$ cat src/sv/sliding_window_anagram_match_top_assert.svh
// ----------------------------------------------------------------------------
// Assertion macros for the sliding window anagram match block
// Implication checks on the rising clock edge, held off while reset is active.
// ----------------------------------------------------------------------------
`ifndef SLIDING_WINDOW_ANAGRAM_MATCH_TOP_ASSERT_SVH
`define SLIDING_WINDOW_ANAGRAM_MATCH_TOP_ASSERT_SVH

// Same-cycle implication.
`define SWAM_ASSERT_IMPLY(label, clk, rst_n, ante, cons) \
	label: assert property (@(posedge clk) disable iff (!rst_n) (ante) |-> (cons)) \
		else $error("swam assertion failed");

// Next-cycle implication.
`define SWAM_ASSERT_NEXT(label, clk, rst_n, ante, cons) \
	label: assert property (@(posedge clk) disable iff (!rst_n) (ante) |=> (cons)) \
		else $error("swam assertion failed");

`endif

$ cat src/sv/swam_pkg.sv
// ----------------------------------------------------------------------------
// swam_pkg
// Types and constants shared by the sliding window anagram match block.
// ----------------------------------------------------------------------------
`default_nettype none

package swam_pkg;

	localparam int MAX_PATTERN = 64;
	localparam int ALPHABET    = 256;

	localparam int SYM_W   = 8;
	localparam int LEN_W   = $clog2(MAX_PATTERN + 1);
	localparam int PTR_W   = $clog2(MAX_PATTERN);
	localparam int ADDR_W  = $clog2(ALPHABET);
	localparam int DIFF_W  = LEN_W + 1;
	localparam int NDIFF_W = $clog2(ALPHABET + 1);

	typedef enum logic {
		FUNC_PATTERN = 1'b0,
		FUNC_TEXT    = 1'b1
	} func_t;

	typedef enum logic [1:0] {
		ST_OK       = 2'd0,
		ST_PAT_FULL = 2'd1,
		ST_PAT_LATE = 2'd2
	} status_t;

	// One read-modify-write on the count difference table
	typedef struct packed {
		logic              en;
		logic              up;
		logic [ADDR_W-1:0] addr;
	} cnt_op_t;

	typedef struct packed {
		status_t           status;
		logic [LEN_W-1:0]  pattern_length;
		logic              full;
	} win_info_t;

	typedef struct packed {
		logic             window_match;
		logic             found;
		status_t          status;
		logic [LEN_W-1:0] pattern_length;
	} result_t;

endpackage

`default_nettype wire

$ cat src/sv/swam_if.sv
// ----------------------------------------------------------------------------
// swam_if
// Valid/ready channels for input items and result items.
// ----------------------------------------------------------------------------
`default_nettype none

interface swam_in_if;
	logic                       valid;
	logic                       ready;
	swam_pkg::func_t            func;
	logic [swam_pkg::SYM_W-1:0] symbol;

	modport source (output valid, output func, output symbol, input ready);
	modport sink (input valid, input func, input symbol, output ready);
endinterface

interface swam_out_if;
	logic                         valid;
	logic                         ready;
	logic                         window_match;
	logic                         found;
	swam_pkg::status_t            status;
	logic [swam_pkg::LEN_W-1:0]   pattern_length;

	modport source (output valid, output window_match, output found, output status,
		output pattern_length, input ready);
	modport sink (input valid, input window_match, input found, input status,
		input pattern_length, output ready);
endinterface

`default_nettype wire

$ cat src/sv/sliding_window_anagram_match_top.sv
// ----------------------------------------------------------------------------
// sliding_window_anagram_match_top
// Reports whether the last pattern-length text bytes are a permutation of the
// loaded pattern, with a sticky found flag.
// ----------------------------------------------------------------------------
// An item is not taken while the one before it is still updating the table,
// and its result enters a two-entry output queue through the busy and fin
// registers. The pace is set by the single count difference table: it does
// one read-modify-write per cycle and a text byte in a full window needs two,
// one for the entering byte and one for the byte leaving the window. The table
// comes out of reset cleared through per-entry valid bits, so the block takes
// items as soon as reset is released.
`default_nettype none

module sliding_window_anagram_match_top (
	input  wire logic clk,
	input  wire logic arst_n,
	swam_in_if.sink   item,
	swam_out_if.source result
);
	import swam_pkg::*;

	`include "sliding_window_anagram_match_top_assert.svh"

	logic               accept;
	logic               push;
	logic               pop;
	logic               match;
	cnt_op_t            enter_op;
	cnt_op_t            leave_op;
	cnt_op_t            count_op;
	win_info_t          win_info;
	logic [NDIFF_W-1:0] differing;
	result_t            res_d;

	logic               busy_q;
	logic               fin_q;
	logic               found_q;
	logic [1:0]         occ_q;
	logic               wr_ptr_q;
	logic               rd_ptr_q;
	result_t            queue_q [2];

	swam_window u_window (
		.clk      (clk),
		.arst_n   (arst_n),
		.accept   (accept),
		.func     (item.func),
		.symbol   (item.symbol),
		.enter_op (enter_op),
		.leave_op (leave_op),
		.info     (win_info)
	);

	swam_diff_table u_diff_table (
		.clk       (clk),
		.arst_n    (arst_n),
		.op        (count_op),
		.differing (differing)
	);

	always_comb begin
		// Hold off while the leaving byte update runs or the queue lacks room
		item.ready = !busy_q && ((occ_q + 2'(fin_q)) < 2'd2);
		accept     = item.valid && item.ready;
		count_op   = busy_q ? leave_op : enter_op;

		match        = win_info.full && (differing == '0);
		push         = fin_q;
		result.valid = (occ_q != 2'd0);
		pop          = result.valid && result.ready;

		res_d.window_match   = match;
		res_d.found          = found_q || match;
		res_d.status         = win_info.status;
		res_d.pattern_length = win_info.pattern_length;

		result.window_match   = queue_q[rd_ptr_q].window_match;
		result.found          = queue_q[rd_ptr_q].found;
		result.status         = queue_q[rd_ptr_q].status;
		result.pattern_length = queue_q[rd_ptr_q].pattern_length;
	end

	always_ff @(posedge clk) begin
		if (push) begin
			queue_q[wr_ptr_q] <= res_d;
		end
	end

	always_ff @(posedge clk or negedge arst_n) begin
		if (!arst_n) begin
			busy_q   <= 1'b0;
			fin_q    <= 1'b0;
			found_q  <= 1'b0;
			occ_q    <= 2'd0;
			wr_ptr_q <= 1'b0;
			rd_ptr_q <= 1'b0;
		end else begin
			busy_q <= accept;
			fin_q  <= busy_q;
			occ_q  <= occ_q + 2'(push) - 2'(pop);
			if (push) begin
				wr_ptr_q <= !wr_ptr_q;
				found_q  <= found_q || match;
			end
			if (pop) begin
				rd_ptr_q <= !rd_ptr_q;
			end
		end
	end

	`SWAM_ASSERT_NEXT(a_accept_spacing, clk, arst_n, accept, !accept)
	`SWAM_ASSERT_IMPLY(a_queue_room, clk, arst_n, fin_q, occ_q < 2'd2)

endmodule

`default_nettype wire

$ cat src/sv/swam_window.sv
// ----------------------------------------------------------------------------
// swam_window
// Pattern length, window fill and ring pointer, plus the history memory that
// yields the byte leaving the window. Emits the count table operations.
// ----------------------------------------------------------------------------
`default_nettype none

module swam_window (
	input  wire logic                       clk,
	input  wire logic                       arst_n,
	input  wire logic                       accept,
	input  wire swam_pkg::func_t            func,
	input  wire logic [swam_pkg::SYM_W-1:0] symbol,
	output swam_pkg::cnt_op_t               enter_op,
	output swam_pkg::cnt_op_t               leave_op,
	output swam_pkg::win_info_t             info
);
	import swam_pkg::*;

	`include "sliding_window_anagram_match_top_assert.svh"

	logic [LEN_W-1:0]  len_q;
	logic [LEN_W-1:0]  seen_q;
	logic [PTR_W-1:0]  ptr_q;
	logic              started_q;
	status_t           status_q;
	logic              leave_en_q;
	logic [ADDR_W-1:0] hist_rd_q;
	logic [ADDR_W-1:0] hist_mem [MAX_PATTERN];

	logic              is_text;
	logic [ADDR_W-1:0] sym_a;
	logic              has_pat;
	logic              full;
	logic              load_ok;
	logic              scan;
	status_t           status_d;
	logic [PTR_W-1:0]  ptr_next;

	always_comb begin
		is_text  = (func == FUNC_TEXT);
		// ALPHABET covers every byte value, so the reduction is a plain select
		sym_a    = symbol[ADDR_W-1:0];
		has_pat  = (len_q != '0);
		full     = (seen_q == len_q);
		load_ok  = !is_text && !started_q && (len_q != LEN_W'(MAX_PATTERN));
		scan     = is_text && has_pat;
		ptr_next = (LEN_W'(ptr_q) == len_q - LEN_W'(1)) ? '0 : ptr_q + PTR_W'(1);

		if (is_text) begin
			status_d = ST_OK;
		end else if (started_q) begin
			status_d = ST_PAT_LATE;
		end else if (len_q == LEN_W'(MAX_PATTERN)) begin
			status_d = ST_PAT_FULL;
		end else begin
			status_d = ST_OK;
		end

		// Pattern byte lowers the difference, entering text byte raises it
		enter_op.en   = accept && (load_ok || scan);
		enter_op.up   = is_text;
		enter_op.addr = sym_a;

		leave_op.en   = leave_en_q;
		leave_op.up   = 1'b0;
		leave_op.addr = hist_rd_q;

		info.status         = status_q;
		info.pattern_length = len_q;
		info.full           = has_pat && (seen_q == len_q);
	end

	// Read the leaving byte and store the entering one in the same slot
	always_ff @(posedge clk) begin
		if (accept && scan) begin
			hist_rd_q        <= hist_mem[ptr_q];
			hist_mem[ptr_q]  <= sym_a;
		end
	end

	always_ff @(posedge clk or negedge arst_n) begin
		if (!arst_n) begin
			len_q      <= '0;
			seen_q     <= '0;
			ptr_q      <= '0;
			started_q  <= 1'b0;
			status_q   <= ST_OK;
			leave_en_q <= 1'b0;
		end else begin
			leave_en_q <= accept && scan && full;
			if (accept) begin
				status_q <= status_d;
				if (load_ok) begin
					len_q <= len_q + LEN_W'(1);
				end
				if (is_text) begin
					started_q <= 1'b1;
				end
				if (scan) begin
					if (!full) begin
						seen_q <= seen_q + LEN_W'(1);
					end
					ptr_q <= ptr_next;
				end
			end
		end
	end

	`SWAM_ASSERT_IMPLY(a_seen_le_len, clk, arst_n, 1'b1, seen_q <= len_q)
	`SWAM_ASSERT_IMPLY(a_ptr_in_window, clk, arst_n, len_q != '0, LEN_W'(ptr_q) < len_q)

endmodule

`default_nettype wire

$ cat src/sv/swam_diff_table.sv
// ----------------------------------------------------------------------------
// swam_diff_table
// Per-value difference of window count minus pattern count, one
// read-modify-write per cycle, with a running count of nonzero entries.
// ----------------------------------------------------------------------------
`default_nettype none

module swam_diff_table (
	input  wire logic                         clk,
	input  wire logic                         arst_n,
	input  wire swam_pkg::cnt_op_t            op,
	output logic [swam_pkg::NDIFF_W-1:0]      differing
);
	import swam_pkg::*;

	`include "sliding_window_anagram_match_top_assert.svh"

	logic [DIFF_W-1:0]  diff_mem [ALPHABET];
	logic [ALPHABET-1:0] valid_q;

	cnt_op_t            op_s1;
	logic [DIFF_W-1:0]  rd_s1;
	logic               vld_s1;

	logic               wr_en_q;
	logic [ADDR_W-1:0]  wr_addr_q;
	logic [DIFF_W-1:0]  wr_data_q;
	logic [NDIFF_W-1:0] differing_q;

	logic               fwd;
	logic [DIFF_W-1:0]  cur;
	logic [DIFF_W-1:0]  new_val;
	logic               was_diff;
	logic               is_diff;
	logic [NDIFF_W-1:0] differing_d;

	always_comb begin
		// A write at the edge of the read missed it: take it from the write register
		fwd      = wr_en_q && (wr_addr_q == op_s1.addr);
		cur      = fwd ? wr_data_q : (vld_s1 ? rd_s1 : '0);
		new_val  = op_s1.up ? cur + DIFF_W'(1) : cur - DIFF_W'(1);
		was_diff = (cur != '0);
		is_diff  = (new_val != '0);

		differing_d = differing_q;
		if (op_s1.en) begin
			if (was_diff && !is_diff) begin
				differing_d = differing_q - NDIFF_W'(1);
			end else if (!was_diff && is_diff) begin
				differing_d = differing_q + NDIFF_W'(1);
			end
		end
		differing = differing_d;
	end

	always_ff @(posedge clk) begin
		if (op.en) begin
			rd_s1 <= diff_mem[op.addr];
		end
		if (op_s1.en) begin
			diff_mem[op_s1.addr] <= new_val;
		end
		wr_addr_q <= op_s1.addr;
		wr_data_q <= new_val;
	end

	always_ff @(posedge clk or negedge arst_n) begin
		if (!arst_n) begin
			valid_q     <= '0;
			op_s1       <= '0;
			vld_s1      <= 1'b0;
			wr_en_q     <= 1'b0;
			differing_q <= '0;
		end else begin
			op_s1       <= op;
			vld_s1      <= valid_q[op.addr];
			wr_en_q     <= op_s1.en;
			differing_q <= differing_d;
			if (op_s1.en) begin
				valid_q[op_s1.addr] <= 1'b1;
			end
		end
	end

	// A nonzero entry must already be counted
	`SWAM_ASSERT_IMPLY(a_nonzero_counted, clk, arst_n, op_s1.en && cur != '0, differing_q != '0)

endmodule

`default_nettype wire

$ cat src/flat_wrapper.sv
// flat-port wrapper written by rule: the top's interface ports become plain ports
module sliding_window_anagram_match_top_flat import swam_pkg::*;
  (clk, arst_n, item_valid, item_func, item_symbol, item_ready, result_valid, result_window_match, result_found, result_status, result_pattern_length, result_ready);
  swam_in_if item_i ();
  swam_out_if result_i ();
  input  wire logic clk;
  input  wire logic arst_n;
  input wire logic [$bits(item_i.valid)-1:0] item_valid;
  input wire logic [$bits(item_i.func)-1:0] item_func;
  input wire logic [$bits(item_i.symbol)-1:0] item_symbol;
  output wire logic [$bits(item_i.ready)-1:0] item_ready;
  output wire logic [$bits(result_i.valid)-1:0] result_valid;
  output wire logic [$bits(result_i.window_match)-1:0] result_window_match;
  output wire logic [$bits(result_i.found)-1:0] result_found;
  output wire logic [$bits(result_i.status)-1:0] result_status;
  output wire logic [$bits(result_i.pattern_length)-1:0] result_pattern_length;
  input wire logic [$bits(result_i.ready)-1:0] result_ready;
  assign item_i.valid = item_valid;
  assign item_i.func = item_func;
  assign item_i.symbol = item_symbol;
  assign item_ready = item_i.ready;
  assign result_valid = result_i.valid;
  assign result_window_match = result_i.window_match;
  assign result_found = result_i.found;
  assign result_status = result_i.status;
  assign result_pattern_length = result_i.pattern_length;
  assign result_i.ready = result_ready;
  sliding_window_anagram_match_top u_core (.clk(clk), .arst_n(arst_n), .item(item_i), .result(result_i));
endmodule
$ cat config.mk
export PLATFORM = sky130hd
export DESIGN_NAME = sliding_window_anagram_match_top_flat
export DESIGN_NICKNAME = d
export VERILOG_FILES = /design/src/sv/swam_pkg.sv /design/src/sv/swam_if.sv /design/src/sv/sliding_window_anagram_match_top.sv /design/src/sv/swam_window.sv /design/src/sv/swam_diff_table.sv /design/src/flat_wrapper.sv
export VERILOG_INCLUDE_DIRS = /design/src /design/src/sv
export SDC_FILE = /design/constraint.sdc
export NUM_CORES = 2
export LEC_CHECK = 0
export BUFFER_PORTS_ARGS = -buffer_cell sky130_fd_sc_hd__buf_2
export CELL_PAD_IN_SITES_DETAIL_PLACEMENT = 0
export CELL_PAD_IN_SITES_GLOBAL_PLACEMENT = 1
export CORE_MARGIN = 2
export CORE_UTILIZATION = 53
export DETAILED_ROUTE_END_ITERATION = 8
export GPL_ROUTABILITY_DRIVEN = 0
export HOLD_SLACK_MARGIN = 0.15
export PLACE_DENSITY_LB_ADDON = 0.08
export SETUP_SLACK_MARGIN = 0.2
export SLEW_MARGIN = 5
export SYNTH_ARGS = -nofsm -noshare
export SYNTH_HDL_FRONTEND = slang
export SYNTH_SLANG_ARGS = --single-unit
$ cat constraint.sdc
create_clock -name clk -period 18.2 [get_ports clk]
set_clock_uncertainty 0.05 [all_clocks]
set_input_delay 1.82 -clock clk [delete_from_list [all_inputs] [get_ports clk]]
set_output_delay 1.82 -clock clk [all_outputs]
set_load 0.03 [all_outputs]
==> run metrics <==
status complete, but fails checks; failing checks DRC; Die Wd 472 um; worst skew pair latency 0.93 ns; worst path cell trace buf_2, buf_4, mux2i_4, buf_4, inv_8, buf_4, buf_12, nand2_1, and3_1, a311oi_1, a311oi_1, a311oi_1, a21oi_1, mux4_2, mux2i_1; Synth area leaders edfxtp_1 67%, nand2_1 7.7%, dfrtp_1 6.6%, nand3_1 5.1%, a311oi_1 2.8%; CTS max path bufs 4; Antenna Violating Nets Remaining 0; synthesized area 0.116 mm2; total gr overflow 0; via count 73.8k; R2R Path Start u_core.u_diff_table.op_s1[7]$_DFF_PN0_; DR iter-0 viols 8601; initial antenna violation count 11; ys async rst share 0.105; Worst path slowest cell a311oi_1; CTS Root Cell clkbuf_16; IO buf count 25; Hold WC Path Type reg -> reg; row count 171; clock transition at the registers of the reported paths 0.06 ns; top_reg_cell synth edfxtp_1; initial core utilization 0.534; largest family of logic cells by synthesized area simple AND/OR/NAND/NOR gates; Cells after Synth 9032; cell taking the most area after synthesis edfxtp_1; Peak VDD IR 0.322 mV; DR WL/cell 26.5 um; area of the multi-input gates 0.0280 mm2; Post-synth EDFFs 2598; pwr dens 164 mW/mm2; worst slew pin tran 1.28 ns; die height 472 um; worst reg-to-reg setup slack 11.20 ns; core area 0.218 mm2; cell family with most CP delay buffers and inverters; synth unique cells 64; Finished Layout Cells 12.0k; crit path time final 7.19 ns; crit path from item_symbol[0]; FILL cells 17.0k; first-pass GRT wire length 472 mm; Setup crit end kind register; total global-route track usage 0.282; pin count of the biggest net entering global routing 202; final setup fails 0; WL final 318 mm; Pwr Total 21.1 mW; Max Freq 139 MHz; simple-gate share of the synthesized area 0.168; R2R depth 15; RSZ-0062 raised after global routing false; max cap viols 0; leak pwr 45.0 nW; Syn-to-layout area delta 10.7%; CP bufs+invs 6; min-delay src u_core.found_q$_DFFE_PN0P_; Sink Count 2922; Synth Area in Compound Gates 0.0592; startpoint types input pin; worst hold path depth 2; die area 0.223 mm2; mux contribution to synthesized area 0.00539; final core occ 0.592; Post-CTS Setup Bufs 0; max-slew violations 0; Setup TNS 0 ns; vias per inst 6.15; share of layout cells above drive strength 1 0.0998; count of state elements after synthesis 2922; CTS tree built; placed cells 11.4k; Worst Path Required 18.92 ns; Synth Area in XOR/XNOR 0.00434; Nets 8918; Syn. warnings 0; TritonCTS Buffers 316; Worst EP arrival 7.92 ns; vias in the first global route 70.8k; cts repair resizes 0; final period utilization 0.395; Reg area 0.0860 mm2; Crit Path Max Fanout 163; Max stage delay on crit path 0.78 ns; reg-to-reg endpoint u_core.queue_q[1][9]$_DFFE_PP_; DRT Pass-1 Iters 7; DP Wirelength 176 mm; syn_area_per_cell 12.9 um2; drt drc 1; max_slew headroom 0.144; Final Hold Vio Count 0; Hold-fix buffers, CTS 0; Hold EP u_core.found_q$_DFFE_PN0P_; register area share after synthesis 0.740; H-tree Lvls 5; post-synth top area share 0.671; Mapped Nets 9061; Synth Area in Adders 0.00179; WS Path Type in -> reg; Ports 26
logic make-up (layout without fill, tap and decap cells):
logic type	after synthesis	after routing
compound gates	891	891
fa+ha+maj	16	16
mux	49	49
buf+inv	647	741
xor+xnor	55	55
flops	2922	2922
simple gates	4452	4452
other cells	0	5
worst min-delay path: stages (launching register included):
cell,delay [ns]
dfrtp_1,0.32
inv_1,0.06
o41ai_2,0.05
cell usage after synthesis (31+ instances only):
master and count:
a21oi_1 98, a221oi_1 48, a22o_1 48, a22oi_1 160, a311oi_1 378, a31oi_1 107
and3_1 151, buf_1 108, clkbuf_1 506, dfrtp_1 308, edfxtp_1 2598, nand2_1 2384
nand3_1 1184, nor2_1 350, nor3_1 31, or2_2 258, xnor2_1 33
report_power, final:
group          switching (mW)  total, mW  leakage (nW)  internal [mW]
registers               0.144       9.23          27.6           9.09
logic                    4.57       5.81          12.7           1.24
clock network            2.53       6.08          4.72           3.55
layout by cell type (no fill, tap or decap), types with 108 or more instances in the layout:
cell	count
nand2_1	2376
a22oi_1	160
or2_2	258
a311oi_1	378
and3_1	150
dfrtp_1	308
edfxtp_1	2598
buf_4	124
clkbuf_1	108
nand3_1	1180
clkbuf_16	321
nor2_1	349
worst max-delay path by stage:
stage	to	slack (ns)	cells after the start
3_3_place_gp	u_core.u_diff_table.rd_s1[6]$_DFFE_PP_	10.18	16
4_1_cts	u_core.u_diff_table.rd_s1[0]$_DFFE_PP_	11.05	16
2_1_floorplan	u_core.queue_q[0][9]$_DFFE_PP_	3.09	16
3_5_place_dp	u_core.u_diff_table.rd_s1[6]$_DFFE_PP_	10.08	16
5_1_grt	u_core.u_diff_table.rd_s1[6]$_DFFE_PP_	10.69	16
6_report	u_core.u_diff_table.rd_s1[2]$_DFFE_PP_	11.01	15
area by class of cell:
type	count	area share
timing repair buffer	160	0.00999
multi-input combinational	5463	0.218
clock buffer	460	0.0689
clock inverter	95	0.00615
sequential	2922	0.669
tap	2854	0.0277
antenna	5	0.0000972
inverter	26	0.000972
registers in the layout, indices dropped and copies added, names as in the netlist, 2 cells and up:
name,cells
u_core.u_diff_table.wr_data_q,8
u_core.u_diff_table.wr_addr_q,8
u_core.u_window.seen_q,7
u_core.occ_q,2
u_core.u_window.len_q,7
u_core.u_window.ptr_q,6
u_core.u_diff_table.differing_q,9
u_core.u_diff_table.valid_q,256
u_core.u_diff_table.op_s1,10
u_core.u_diff_table.diff_mem,2048
u_core.u_window.hist_rd_q,8
u_core.queue_q,22
u_core.u_diff_table.rd_s1,8
u_core.u_window.hist_mem,512
u_core.u_window.status_q,2
per-stage QoR:
stage	setup slack (ns)	hold WS (ns)	instance area, um2
finish	11.01	0.409	129000
global placement	10.18	0.379	119000
CTS	11.05	0.413	129000
floorplan	3.09	0.292	116000
global route	10.69	0.420	129000
detailed placement	10.08	0.400	119000
layer usage:
layer	track usage	share of wire	vias up
met4	0.0779	0.026	2
li1	-	-	32900
met2	0.441	0.47	2986
met5	0	0.000063	-
met1	0.416	0.43	37400
met3	0.0413	0.074	508
No activity file was read; power rests on OpenSTA's default activity.
